===== config.mk =====
export PLATFORM = sky130hd
export DESIGN_NAME = quantized_mac_requantize
export DESIGN_NICKNAME = d
export VERILOG_FILES = /design/src/qmr_pkg.sv /design/src/qmr_front.sv /design/src/qmr_queue.sv /design/src/qmr_back.sv /design/src/quantized_mac_requantize.sv
export SDC_FILE = /design/constraint.sdc
export NUM_CORES = 2
export LEC_CHECK = 0
export BUFFER_PORTS_ARGS = -buffer_cell sky130_fd_sc_hd__buf_4
export CAP_MARGIN = 20
export CORE_MARGIN = 3
export CORE_UTILIZATION = 41
export CTS_CLUSTER_DIAMETER = 100
export DETAILED_ROUTE_END_ITERATION = 8
export GPL_TIMING_DRIVEN = 0
export HOLD_SLACK_MARGIN = 0.1
export PLACE_DENSITY = 0.65
export SKIP_LAST_GASP = 1
export SLEW_MARGIN = 40
export SYNTH_ARGS = -nofsm -noshare
export SYNTH_HDL_FRONTEND = slang
export SYNTH_SLANG_ARGS = --single-unit

===== constraint.sdc =====
create_clock -name clk_i -period 22 [get_ports clk_i]
set_input_delay 1.1 -clock clk_i [delete_from_list [all_inputs] [get_ports clk_i]]
set_output_delay 1.1 -clock clk_i [all_outputs]
set_load 0.1 [all_outputs]

===== src/qmr_pkg.sv =====
`timescale 1ns / 1ps
// Shared types and constants for the quantized MAC and requantize block.
// Used by qmr_front, qmr_queue, qmr_back, quantized_mac_requantize and qmr_checker; no dependencies.
package qmr_pkg;

  // Depth of the job queue between the accumulate front and the requantize back.
  localparam int unsigned QDepth = 2;
  localparam int unsigned QPtrW  = (QDepth > 1) ? $clog2(QDepth) : 1;
  localparam int unsigned QCntW  = $clog2(QDepth + 1);

  // Configuration port.
  localparam int unsigned CfgIdxW  = 2;
  localparam int unsigned CfgDataW = 8;

  typedef enum logic [CfgIdxW-1:0] {
    CfgActZp = 2'd0,
    CfgWgtZp = 2'd1,
    CfgOutZp = 2'd2
  } cfg_idx_e;

  // Fixed-point constants of the requantize step.
  localparam int unsigned RndBit  = 30;
  localparam int unsigned HiShift = 31;

  // One finished dot product waiting for requantization.
  typedef struct packed {
    logic signed [31:0] acc;
    logic signed [31:0] mult;
    logic signed [5:0]  shift;
  } job_t;

  // Queue status seen by both sides.
  typedef struct packed {
    logic full;
    logic empty;
  } qstat_t;

endpackage


===== src/qmr_front.sv =====
`timescale 1ns / 1ps
// Accumulate front: takes activation/weight pairs, keeps the running sum and
// hands finished sums to the job queue. Depends on qmr_pkg.
module qmr_front (
  input  logic                clk_i,
  input  logic                rst_ni,
  input  logic                push_i,
  input  logic signed [7:0]   act_val_i,
  input  logic signed [7:0]   weight_val_i,
  input  logic signed [31:0]  bias_val_i,
  input  logic                first_i,
  input  logic                last_i,
  input  logic signed [31:0]  scale_mult_i,
  input  logic signed [5:0]   scale_shift_i,
  input  logic signed [7:0]   act_zp_i,
  input  logic signed [7:0]   wgt_zp_i,
  input  qmr_pkg::qstat_t     qstat_i,
  output logic                full_o,
  output logic                job_push_o,
  output qmr_pkg::job_t       job_o
);

  logic signed [8:0]  act_diff;
  logic signed [8:0]  wgt_diff;
  logic signed [17:0] prod;
  logic signed [31:0] base;
  logic signed [31:0] acc_d;
  logic signed [31:0] acc_q;
  logic               accept;

  assign act_diff = {act_val_i[7], act_val_i} - {act_zp_i[7], act_zp_i};
  assign wgt_diff = {weight_val_i[7], weight_val_i} - {wgt_zp_i[7], wgt_zp_i};
  assign prod     = act_diff * wgt_diff;

  // A first item restarts the sum from the bias; the add wraps modulo 2^32.
  assign base  = first_i ? bias_val_i : acc_q;
  assign acc_d = base + {{14{prod[17]}}, prod};

  assign accept     = push_i & ~qstat_i.full;
  assign full_o     = qstat_i.full;
  assign job_push_o = accept & last_i;

  always_comb begin
    job_o.acc   = acc_d;
    job_o.mult  = scale_mult_i;
    job_o.shift = scale_shift_i;
  end

  always_ff @(posedge clk_i or negedge rst_ni) begin
    if (!rst_ni) begin
      acc_q <= '0;
    end else if (accept) begin
      acc_q <= acc_d;
    end
  end

endmodule


===== src/qmr_queue.sv =====
`timescale 1ns / 1ps
// Short job queue that decouples the accumulate front from the requantize back.
// Depends on qmr_pkg for the entry type and depth.
module qmr_queue (
  input  logic            clk_i,
  input  logic            rst_ni,
  input  logic            push_i,
  input  qmr_pkg::job_t   job_i,
  input  logic            pop_i,
  output qmr_pkg::job_t   job_o,
  output qmr_pkg::qstat_t qstat_o
);

  qmr_pkg::job_t                    mem_q [qmr_pkg::QDepth];
  logic [qmr_pkg::QPtrW-1:0]        wr_ptr_q;
  logic [qmr_pkg::QPtrW-1:0]        rd_ptr_q;
  logic [qmr_pkg::QCntW-1:0]        cnt_q;
  logic                             do_push;
  logic                             do_pop;

  assign qstat_o.full  = (cnt_q == qmr_pkg::QCntW'(qmr_pkg::QDepth));
  assign qstat_o.empty = (cnt_q == '0);
  assign do_push       = push_i & ~qstat_o.full;
  assign do_pop        = pop_i & ~qstat_o.empty;
  assign job_o         = mem_q[rd_ptr_q];

  always_ff @(posedge clk_i) begin
    if (do_push) begin
      mem_q[wr_ptr_q] <= job_i;
    end
  end

  always_ff @(posedge clk_i or negedge rst_ni) begin
    if (!rst_ni) begin
      wr_ptr_q <= '0;
      rd_ptr_q <= '0;
      cnt_q    <= '0;
    end else begin
      if (do_push) begin
        wr_ptr_q <= (wr_ptr_q == qmr_pkg::QPtrW'(qmr_pkg::QDepth - 1)) ? '0 : wr_ptr_q + 1'b1;
      end
      if (do_pop) begin
        rd_ptr_q <= (rd_ptr_q == qmr_pkg::QPtrW'(qmr_pkg::QDepth - 1)) ? '0 : rd_ptr_q + 1'b1;
      end
      if (do_push && !do_pop) begin
        cnt_q <= cnt_q + 1'b1;
      end else if (do_pop && !do_push) begin
        cnt_q <= cnt_q - 1'b1;
      end
    end
  end

endmodule


===== src/qmr_back.sv =====
`timescale 1ns / 1ps
// Requantize back: a small sequencer that scales one finished sum at a time and
// holds the result in an output register. Depends on qmr_pkg.
module qmr_back (
  input  logic                clk_i,
  input  logic                rst_ni,
  input  qmr_pkg::job_t       job_i,
  input  qmr_pkg::qstat_t     qstat_i,
  output logic                job_pop_o,
  input  logic signed [7:0]   out_zp_i,
  input  logic                pop_i,
  output logic                empty_o,
  output logic signed [7:0]   out_q8_o,
  output logic signed [31:0]  raw_sum_o
);

  typedef enum logic [4:0] {
    SIdle = 5'b00001,
    SMul  = 5'b00010,
    SRnd  = 5'b00100,
    SShf  = 5'b01000,
    SOut  = 5'b10000
  } state_e;

  localparam logic signed [63:0] RndPos = 64'sd1 <<< qmr_pkg::RndBit;
  localparam logic signed [32:0] I32Max = 33'sd2147483647;
  localparam logic signed [32:0] I32Min = -33'sd2147483648;
  localparam logic signed [63:0] W32Max = 64'sd2147483647;
  localparam logic signed [63:0] W32Min = -64'sd2147483648;
  localparam logic signed [32:0] I8Max  = 33'sd127;
  localparam logic signed [32:0] I8Min  = -33'sd128;

  state_e             state_q, state_d;
  logic signed [31:0] acc_q;
  logic signed [31:0] mult_q;
  logic signed [5:0]  shift_q;
  logic signed [63:0] prod_q;
  logic signed [31:0] rnd_q, rnd_d;
  logic signed [31:0] shf_q, shf_d;
  logic               res_valid_q;
  logic signed [7:0]  out_q8_q;
  logic signed [31:0] raw_q;

  logic signed [63:0] prod_d;
  logic signed [63:0] rnd_sum;
  logic signed [32:0] rnd_hi;
  logic [4:0]         rsh_amt;
  logic signed [32:0] rsh_sum;
  logic signed [32:0] rsh_res;
  logic [5:0]         lsh_amt;
  logic signed [63:0] lsh_wide;
  logic signed [32:0] zp_sum;
  logic signed [7:0]  q8_d;
  logic               out_free;

  // High product; the operands are sign-extended to the 64-bit result.
  assign prod_d = acc_q * mult_q;

  // Add 2^30 (subtract it for a negative product), then keep bits 63:31 and saturate to int32.
  always_comb begin
    rnd_sum = prod_q + (prod_q[63] ? -RndPos : RndPos);
    rnd_hi  = rnd_sum[63:qmr_pkg::HiShift];
    if (rnd_hi > I32Max) begin
      rnd_d = 32'sh7fffffff;
    end else if (rnd_hi < I32Min) begin
      rnd_d = 32'sh80000000;
    end else begin
      rnd_d = rnd_hi[31:0];
    end
  end

  // Rounded right shift for a positive shift, saturating left shift for a negative one.
  always_comb begin
    rsh_amt  = shift_q[4:0];
    rsh_sum  = {rnd_q[31], rnd_q} + (33'sd1 <<< (rsh_amt - 5'd1));
    rsh_res  = rsh_sum >>> rsh_amt;
    lsh_amt  = 6'(-shift_q);
    lsh_wide = {{32{rnd_q[31]}}, rnd_q} <<< lsh_amt[4:0];
    if (shift_q > 6'sd0) begin
      shf_d = rsh_res[31:0];
    end else if (shift_q < 6'sd0) begin
      if (rnd_q == '0) begin
        shf_d = '0;
      end else if (lsh_amt[5]) begin
        shf_d = rnd_q[31] ? 32'sh80000000 : 32'sh7fffffff;
      end else if (lsh_wide > W32Max) begin
        shf_d = 32'sh7fffffff;
      end else if (lsh_wide < W32Min) begin
        shf_d = 32'sh80000000;
      end else begin
        shf_d = lsh_wide[31:0];
      end
    end else begin
      shf_d = rnd_q;
    end
  end

  // Output zero point and int8 saturation.
  always_comb begin
    zp_sum = {shf_q[31], shf_q} + {{25{out_zp_i[7]}}, out_zp_i};
    if (zp_sum > I8Max) begin
      q8_d = 8'sd127;
    end else if (zp_sum < I8Min) begin
      q8_d = -8'sd128;
    end else begin
      q8_d = zp_sum[7:0];
    end
  end

  assign out_free  = ~res_valid_q | pop_i;
  assign job_pop_o = (state_q == SIdle) & ~qstat_i.empty;

  always_comb begin
    state_d = state_q;
    case (state_q)
      SIdle: begin
        if (!qstat_i.empty) state_d = SMul;
      end
      SMul: state_d = SRnd;
      SRnd: state_d = SShf;
      SShf: state_d = SOut;
      SOut: begin
        if (out_free) state_d = SIdle;
      end
      default: state_d = SIdle;
    endcase
  end

  always_ff @(posedge clk_i or negedge rst_ni) begin
    if (!rst_ni) begin
      state_q     <= SIdle;
      res_valid_q <= 1'b0;
    end else begin
      state_q <= state_d;
      if (state_q == SOut && out_free) begin
        res_valid_q <= 1'b1;
      end else if (pop_i) begin
        res_valid_q <= 1'b0;
      end
    end
  end

  always_ff @(posedge clk_i) begin
    if (job_pop_o) begin
      acc_q   <= job_i.acc;
      mult_q  <= job_i.mult;
      shift_q <= job_i.shift;
    end
    if (state_q == SMul) prod_q <= prod_d;
    if (state_q == SRnd) rnd_q <= rnd_d;
    if (state_q == SShf) shf_q <= shf_d;
    if (state_q == SOut && out_free) begin
      out_q8_q <= q8_d;
      raw_q    <= acc_q;
    end
  end

  assign empty_o   = ~res_valid_q;
  assign out_q8_o  = out_q8_q;
  assign raw_sum_o = raw_q;

endmodule


===== src/quantized_mac_requantize.sv =====
`timescale 1ns / 1ps
// Top level of the int8 multiply-accumulate and requantize block.
// Depends on qmr_pkg, qmr_front, qmr_queue and qmr_back.
//
//  Channel  | Handshake        | Carries
//  ---------+------------------+-----------------------------------------------
//  items    | push / full      | act_val_i, weight_val_i, bias_val_i, first_i,
//           |                  | last_i, scale_mult_i, scale_shift_i
//  results  | pop / empty      | out_q8_o, raw_sum_o
//  config   | cfg_we_i         | cfg_idx_i, cfg_wdata_i (three 8-bit zero points)
//
// The front takes one item per clock while the job queue has room; the
// multiply-accumulate of a pair finishes in the cycle of its transfer.
// Each last item becomes a job; the back sequencer takes each job through
// queue pop, 32x32 multiply, round and saturate, shift, and zero point and
// clamp in turn, and starts the next job only when the last one has left it.
// Runs of length one are thus limited by the back.
// Reset clears the accumulator, the zero points, the queue and the output
// valid flag; there is no clearing pass. A result waiting in the output register
// stalls only the back; the front keeps accepting until the queue fills.
module quantized_mac_requantize (
  input  logic                              clk_i,
  input  logic                              rst_ni,
  // Item side.
  input  logic                              push,
  output logic                              full,
  input  logic signed [7:0]                 act_val_i,
  input  logic signed [7:0]                 weight_val_i,
  input  logic signed [31:0]                bias_val_i,
  input  logic                              first_i,
  input  logic                              last_i,
  input  logic signed [31:0]                scale_mult_i,
  input  logic signed [5:0]                 scale_shift_i,
  // Result side.
  output logic                              empty,
  input  logic                              pop,
  output logic signed [7:0]                 out_q8_o,
  output logic signed [31:0]                raw_sum_o,
  // Configuration writes.
  input  logic                              cfg_we_i,
  input  logic [qmr_pkg::CfgIdxW-1:0]       cfg_idx_i,
  input  logic [qmr_pkg::CfgDataW-1:0]      cfg_wdata_i
);

  logic signed [7:0] act_zp_q;
  logic signed [7:0] wgt_zp_q;
  logic signed [7:0] out_zp_q;

  qmr_pkg::qstat_t   qstat;
  qmr_pkg::job_t     push_job;
  qmr_pkg::job_t     head_job;
  logic              job_push;
  logic              job_pop;

  // Zero point registers. An index past the list is ignored.
  always_ff @(posedge clk_i or negedge rst_ni) begin
    if (!rst_ni) begin
      act_zp_q <= '0;
      wgt_zp_q <= '0;
      out_zp_q <= '0;
    end else if (cfg_we_i) begin
      case (qmr_pkg::cfg_idx_e'(cfg_idx_i))
        qmr_pkg::CfgActZp: act_zp_q <= cfg_wdata_i;
        qmr_pkg::CfgWgtZp: wgt_zp_q <= cfg_wdata_i;
        qmr_pkg::CfgOutZp: out_zp_q <= cfg_wdata_i;
        default: ;
      endcase
    end
  end

  // The front owns the accumulator and only forwards completed runs.
  qmr_front u_front (
    .clk_i         (clk_i),
    .rst_ni        (rst_ni),
    .push_i        (push),
    .act_val_i     (act_val_i),
    .weight_val_i  (weight_val_i),
    .bias_val_i    (bias_val_i),
    .first_i       (first_i),
    .last_i        (last_i),
    .scale_mult_i  (scale_mult_i),
    .scale_shift_i (scale_shift_i),
    .act_zp_i      (act_zp_q),
    .wgt_zp_i      (wgt_zp_q),
    .qstat_i       (qstat),
    .full_o        (full),
    .job_push_o    (job_push),
    .job_o         (push_job)
  );

  // Sum, multiplier and shift of each run travel together through the queue.
  qmr_queue u_queue (
    .clk_i   (clk_i),
    .rst_ni  (rst_ni),
    .push_i  (job_push),
    .job_i   (push_job),
    .pop_i   (job_pop),
    .job_o   (head_job),
    .qstat_o (qstat)
  );

  // The back requantizes and holds the result until it is taken.
  qmr_back u_back (
    .clk_i     (clk_i),
    .rst_ni    (rst_ni),
    .job_i     (head_job),
    .qstat_i   (qstat),
    .job_pop_o (job_pop),
    .out_zp_i  (out_zp_q),
    .pop_i     (pop),
    .empty_o   (empty),
    .out_q8_o  (out_q8_o),
    .raw_sum_o (raw_sum_o)
  );

endmodule


=== After elaboration in Yosys (flattened, before gate mapping) ===
Memory sizes are Yosys's and may differ from the RTL's. A register that Yosys moved wholly into a read port is not among the register bits.
Cells that the tools add are included.

* Memory bits (writable): 140
* Memories: 1
* Input bits: 103
* Bits in latches: 0
* Output and inout bits: 42
* Word-level logic and storage cells: 95
* Flip-flop bits (word level): 234
* ROM bits: 0

* Bitwise logic cells: 9
* Reductions and logical operators: 14
* Multiply operators: 2
* Shift-type cells: 3
* $lt $le $gt $ge: 8
* Equal/unequal tests: 10
* Add/subtract/negate cells: 12
* Mux-type cells: 22
* Divide/modulo/power cells: 0

{| class="wikitable"
|+ Memory list
! memory !! words !! width !! rd ports !! clocked after memory_dff !! wr ports !! RTL line !! source
|-
| u_queue.mem_q || 2 || 70 || 1 || 1 || 1 || qmr_queue.sv:14 || <nowiki>qmr_pkg::job_t mem_q [qmr_pkg::QDepth];</nowiki>
|}

{| class="wikitable"
|+ Operators with widths
! operator !! number
|-
| $mux 32 || 9
|-
| $add 64x64->64 || 1
|-
| $gt 64x32->1 const B || 1
|-
| $lt 64x32->1 const B || 1
|-
| $mul 32x32->64 || 1
|-
| $mux 64 || 1
|-
| $sshl 64x5->64 || 1
|-
| $add 32x8->33 || 1
|-
| $add 33x33->33 || 1
|-
| $gt 33x32->1 const B || 1
|-
| $gt 33x8->1 const B || 1
|-
| $lt 33x32->1 const B || 1
|-
| $lt 33x8->1 const B || 1
|-
| $sshl 1x5->33 const A || 1
|-
| $sshr 33x5->32 || 1
|-
| $add 32x32->32 || 1
|-
| $logic_not 32->1 || 1
|-
| $pmux 5 s5 || 1
|-
| $mul 9x9->18 || 1
|-
| $sub 8x8->9 || 2
|-
| $mux 5 || 2
|-
| $mux 8 || 1
|-
| $reduce_and 2->1 || 4
|-
| $gt 6x1->1 const B || 1
|-
| 24 further kinds || 43
|}

=== Depth between registers and ports, before layout ===
* Word-level depth: 9
* Gate-level depth with buffers: 42
* Gate-level depth less buffers: 42

=== By module ===
Synthesis repeated with hierarchy kept, for this count alone.

* Cells, all modules: 6791
* Area total of the unflattened synthesis: 67026.8 um2

{| class="wikitable"
|+ Modules (own cells, without submodules)
! module !! seq. area each (um2) !! area each (um2) !! instances !! cells an instance
|-
| qmr_back || 6397.4 || 53327.4 || 1 || 5653
|-
| qmr_front || 800.8 || 7188.1 || 1 || 850
|-
| qmr_queue || 4304.1 || 5599.1 || 1 || 237
|-
| quantized_mac_requantize || 600.6 || 912.1 || 1 || 51
|}

=== Worst setup path before layout ===
OpenSTA, ideal clock, no wires.

* Path kind: input-to-reg
* Start point: input port act_val_i[0]
* End point: register u_front.acc_q[26]
* Arrival: 9.865 ns
* Buffers on the path: 1
* Required time: 21.875 ns
* Setup time: 0.125 ns
* Slack: 12.010 ns
* Stages on the path: 36
* Cells stage by stage: inv_1 -> ha_1 -> inv_1 -> fa_1 -> a21o_1 -> a21oi_1 -> o21bai_1 -> a21oi_1 -> nor2b_1 -> o31ai_1 -> nand2b_1 -> fa_1 -> inv_1 -> fa_1 -> fa_1 -> fa_1 -> inv_1 -> fa_1 -> inv_1 -> ha_1 -> o21a_1 -> o31a_1 -> o2111ai_1 -> a31oi_1 -> xor2_1 -> clkbuf_1 -> ha_1 -> nor2b_1 -> nor4_1 -> a21bo_2 -> a31o_2 -> o31ai_1 -> o21ba_2 -> mux2i_1 -> xnor2_1 -> mux2_2

{| class="wikitable"
|+ RTL lines
! what !! RTL line !! source
|-
| from (decl) || quantized_mac_requantize.sv:27 || <nowiki>input logic signed [7:0] act_val_i,</nowiki>
|-
| to (signal assigned) || qmr_front.sv:51 || <nowiki>acc_q <= '0;</nowiki>
|-
| to (signal assigned) || qmr_front.sv:53 || <nowiki>acc_q <= acc_d;</nowiki>
|-
| to (decl) || qmr_front.sv:28 || <nowiki>logic signed [31:0] acc_q;</nowiki>
|}

=== Worst setup path after layout ===
* Start point: register u_back.mult_q[9] (read register of u_queue.mem_q)
* End point: register u_back.prod_q[59], data pin

* Cells in the longest elaborated chain, start to end: 1

{| class="wikitable"
|+ Ends and longest elaborated chain
! what !! RTL line !! source
|-
| from (decl) || qmr_back.sv:35 || <nowiki>logic signed [31:0] mult_q;</nowiki>
|-
| $mul 32x32->64 || qmr_back.sv:57 || <nowiki>assign prod_d = acc_q * mult_q;</nowiki>
|-
| named net u_back.prod_d[59] || qmr_back.sv:44 || <nowiki>logic signed [63:0] prod_d;</nowiki>
|-
| to (signal assigned) || qmr_back.sv:149 || <nowiki>if (state_q == SMul) prod_q <= prod_d;</nowiki>
|-
| to (decl) || qmr_back.sv:37 || <nowiki>logic signed [63:0] prod_q;</nowiki>
|}

The timed path passes the listed nets, and every way through them passes these cells.
A chain may end at the register's enable or synchronous reset.

==> metrics.csv <==
stage,metric,value,unit
status,outcome,"complete, no violations",
setup_path,cp_common_cell,fa_1,
logic_synthesis,syn_nets,8321,
clocking,cts_max_level,2,
layout,drive_gt1_frac,0.0802,
die,die_area,163000,um^2
die,initial_core_util,0.414,
timing,tightest_slew,997,ps
logic_synthesis,yosysUniqueCellTypes,85,
die,die_y,404,um
clocking,hold_buffers,0,
place,hpwl,179000,um
timing,rsz0062_at_grt,no,
setup_path,crit_arrival,10920,ps
die,fp-row-count,145,
timing,timing.final.crit_share,0.480,
logic_synthesis,synth_top_cells_by_count,"inv_1 (1270), fa_1 (1158), nand2_1 (1035)",
clocking,max-clock-path-buffers,3,
timing,slew_viol_final,0,
drt,vias_per_cell,5.61,
setup_path,worst-path-max-fanout,10,
die,num_io_pins,145,
global_routing,grt_pass1_wl,330000,um
timing,finClkSkew,42.4,ps
logic_synthesis,synth_flop_cell,edfxtp_1,
timing,max_freq,94.7,MHz
global_routing,grt_max_degree,67,
logic_synthesis,netlist_instances,6698,
flow_run,drv_cap,0,
clocking,numCtsBuffers,48,
logic_synthesis,syn_area_per_cell,9.70,um^2
clocking,ctsResizeCount,0,
logic_synthesis,synth_top_area_frac,0.357,
logic_synthesis,yosysMostFrequentCell,inv_1,
drt,wl,219000,um
setup_path,cp_slowest_stage_delay,1000,ps
setup_path,startpoint_type,register,
drt,dr.pass1.iters,6,
logic_synthesis,yosysSeqAreaShare,0.186,
logic_synthesis,synthArstFlopShare,0.159,
clocking,path_clk_slew,60,ps
timing,max_slew_margin,0.335,
clocking,clock-sinks,414,
die,core,157000,um^2
clocking,cts-root-buf,clkbuf_16,
min_path,hp-class,register to register,
setup_path,cp-end-kind,register,
setup_path,cp.required,22360,ps
place,gp_congestion,1.03,
setup_path,crit_path_top_delay_cell,edfxtp_1,
logic_synthesis,yosys.area.top_type,fa_1,
logic_synthesis,synth_edf_count,348,
timing,setup_viol,0,
logic_synthesis,netlist_top_cells_area,"fa_1 (36%), edfxtp_1 (16%), inv_1 (7.3%), ha_1 (7.0%), nand2_1 (6.0%)",
logic_synthesis,yosysWarnings,0,
timing,period_minus_slack,10560,ps
timing,final.setup.tns,0,ps
setup_path,crit_type,register to register,
drt,drc,0,
place,io_buffers,143,
logic_synthesis,synth-seq-cells,414,
global_routing,grtUsageTotal,0.271,
die,die_w,404,um
drt,wl_per_cell,24.2,um
global_routing,grt_pass1_vias,52800,
logic_synthesis,syn_area,65000,um^2
timing,hold_viol,0,
drt,drt-initial-drc-count,4883,
layout,area_growth,9.22,%
global_routing,antenna_found_initial,22,
drt,num_vias,50800,
clocking,cts_setup_buffers,0,
clocking,cts_tree,yes,
clocking,clkLatencyLatePin,650,ps
global_routing,gr-total-overflow,0,
layout,final_nets,8558,
drt,antenna_left,0,
per-layer routing:
metal  global-route usage  vias to the layer above  part of all wire
li1                     -                    21700                 -
met1                0.360                    25700              0.39
met2                0.419                     2754              0.44
met3               0.0713                      544              0.11
met4                0.118                        6             0.054
met5                    0                        -           0.00018
cell usage in the layout (no fill, tap or decap), drive strengths merged, types with 89 or more instances in the layout:
| cell type | synthesis | layout |
|---|---|---|
| buf | 22 | 209 |
| o21ai | 149 | 149 |
| edfxtp | 348 | 348 |
| inv | 1271 | 1275 |
| a21o | 108 | 108 |
| clkbuf | 292 | 351 |
| xnor2 | 136 | 136 |
| nand2 | 1035 | 1035 |
| mux2 | 138 | 138 |
| ha | 362 | 362 |
| and2 | 271 | 271 |
| fa | 1158 | 1158 |
| mux2i | 89 | 89 |
| nor2 | 204 | 204 |
| a21oi | 226 | 226 |
critical path, delay by kind of cell (launching register included):
kind / cells / cell delay, ps
buffers and inverters: 7 / 1060
AOI/OAI and AO/OA: 10 / 3280
DFF: 1 / 1000
adders and majority gates: 9 / 4540
and+or+nand+nor: 1 / 190
xor gates and xnor gates: 1 / 180
worst paths after layout:
check	slack, ps	to	startpoint	cells after the start
max in group asynchronous	20790	out_zp_q[7]$_DFFE_PN0P_	rst_ni	1
max reg2reg	11440	u_back.prod_q[59]$_DFFE_PP_	u_back.mult_q[9]$_DFFE_PP_	28
min	480	u_front.acc_q[20]$_DFFE_PN0P_	u_front.acc_q[20]$_DFFE_PN0P_	2
min in group asynchronous	490	u_front.acc_q[0]$_DFFE_PN0P_	rst_ni	1
max	11440	u_back.prod_q[59]$_DFFE_PP_	u_back.mult_q[9]$_DFFE_PP_	28
min reg2reg	480	u_front.acc_q[20]$_DFFE_PN0P_	u_front.acc_q[20]$_DFFE_PN0P_	2
sequential cells by signal, indices dropped and copies added (netlist names), 2 cells and up:
register          count
wgt_zp_q              8
u_back.shift_q        6
u_back.mult_q        32
u_back.state_q        5
u_front.acc_q        32
u_back.prod_q        34
out_zp_q              8
u_back.raw_sum_o     32
u_back.acc_q         32
u_back.out_q8_o       8
u_queue.cnt_q         2
u_queue.mem_q       140
act_zp_q              8
u_back.shf_q         32
u_back.rnd_q         32
layout make-up:
| type | instances | area (um^2) |
|---|---|---|
| Sequential cell | 414 | 12100 |
| Tap cell | 2058 | 2570 |
| Multi-Input combinational cell | 4699 | 47000 |
| Antenna cell | 14 | 35.0 |
| Clock inverter | 29 | 438 |
| Timing Repair Buffer | 187 | 1470 |
| Buffer | 314 | 1260 |
| Inverter | 1271 | 4770 |
| Clock buffer | 59 | 1280 |
| Fill cell | 14900 | 86000 |
cell families (layout without fill, tap and decap cells):
| kind of cell | Yosys count | after routing | share of synthesized area |
|---|---|---|---|
| buffers and inverters | 1585 | 1860 | 0.0919 |
| AOI/OAI and AO/OA | 825 | 825 | 0.0834 |
| adders and majority gates | 1529 | 1529 | 0.428 |
| xor gates and xnor gates | 214 | 214 | 0.0291 |
| muxes | 262 | 262 | 0.0497 |
| DFF | 414 | 414 | 0.186 |
| and+or+nand+nor | 1869 | 1869 | 0.132 |
| other | 0 | 14 | 0 |
per-stage QoR:
step / std cells / worst slack [ps] / util / area, um^2 / hold WS (ps)
3_5_place_dp: 8942 / 10360 / 0.441 / 69200 / 461
6_report: 9045 / 11440 / 0.452 / 71000 / 477
3_3_place_gp: 8899 / 10550 / 0.437 / 68600 / 454
4_1_cts: 9030 / 11030 / 0.452 / 70900 / 480
2_1_floorplan: 6698 / 12010 / - / 65000 / 442
5_1_grt: 9034 / 10920 / 0.452 / 71000 / 508
Power is not shown: default switching activity piles up to over one toggle a cycle in this logic, so the estimate is an artifact.
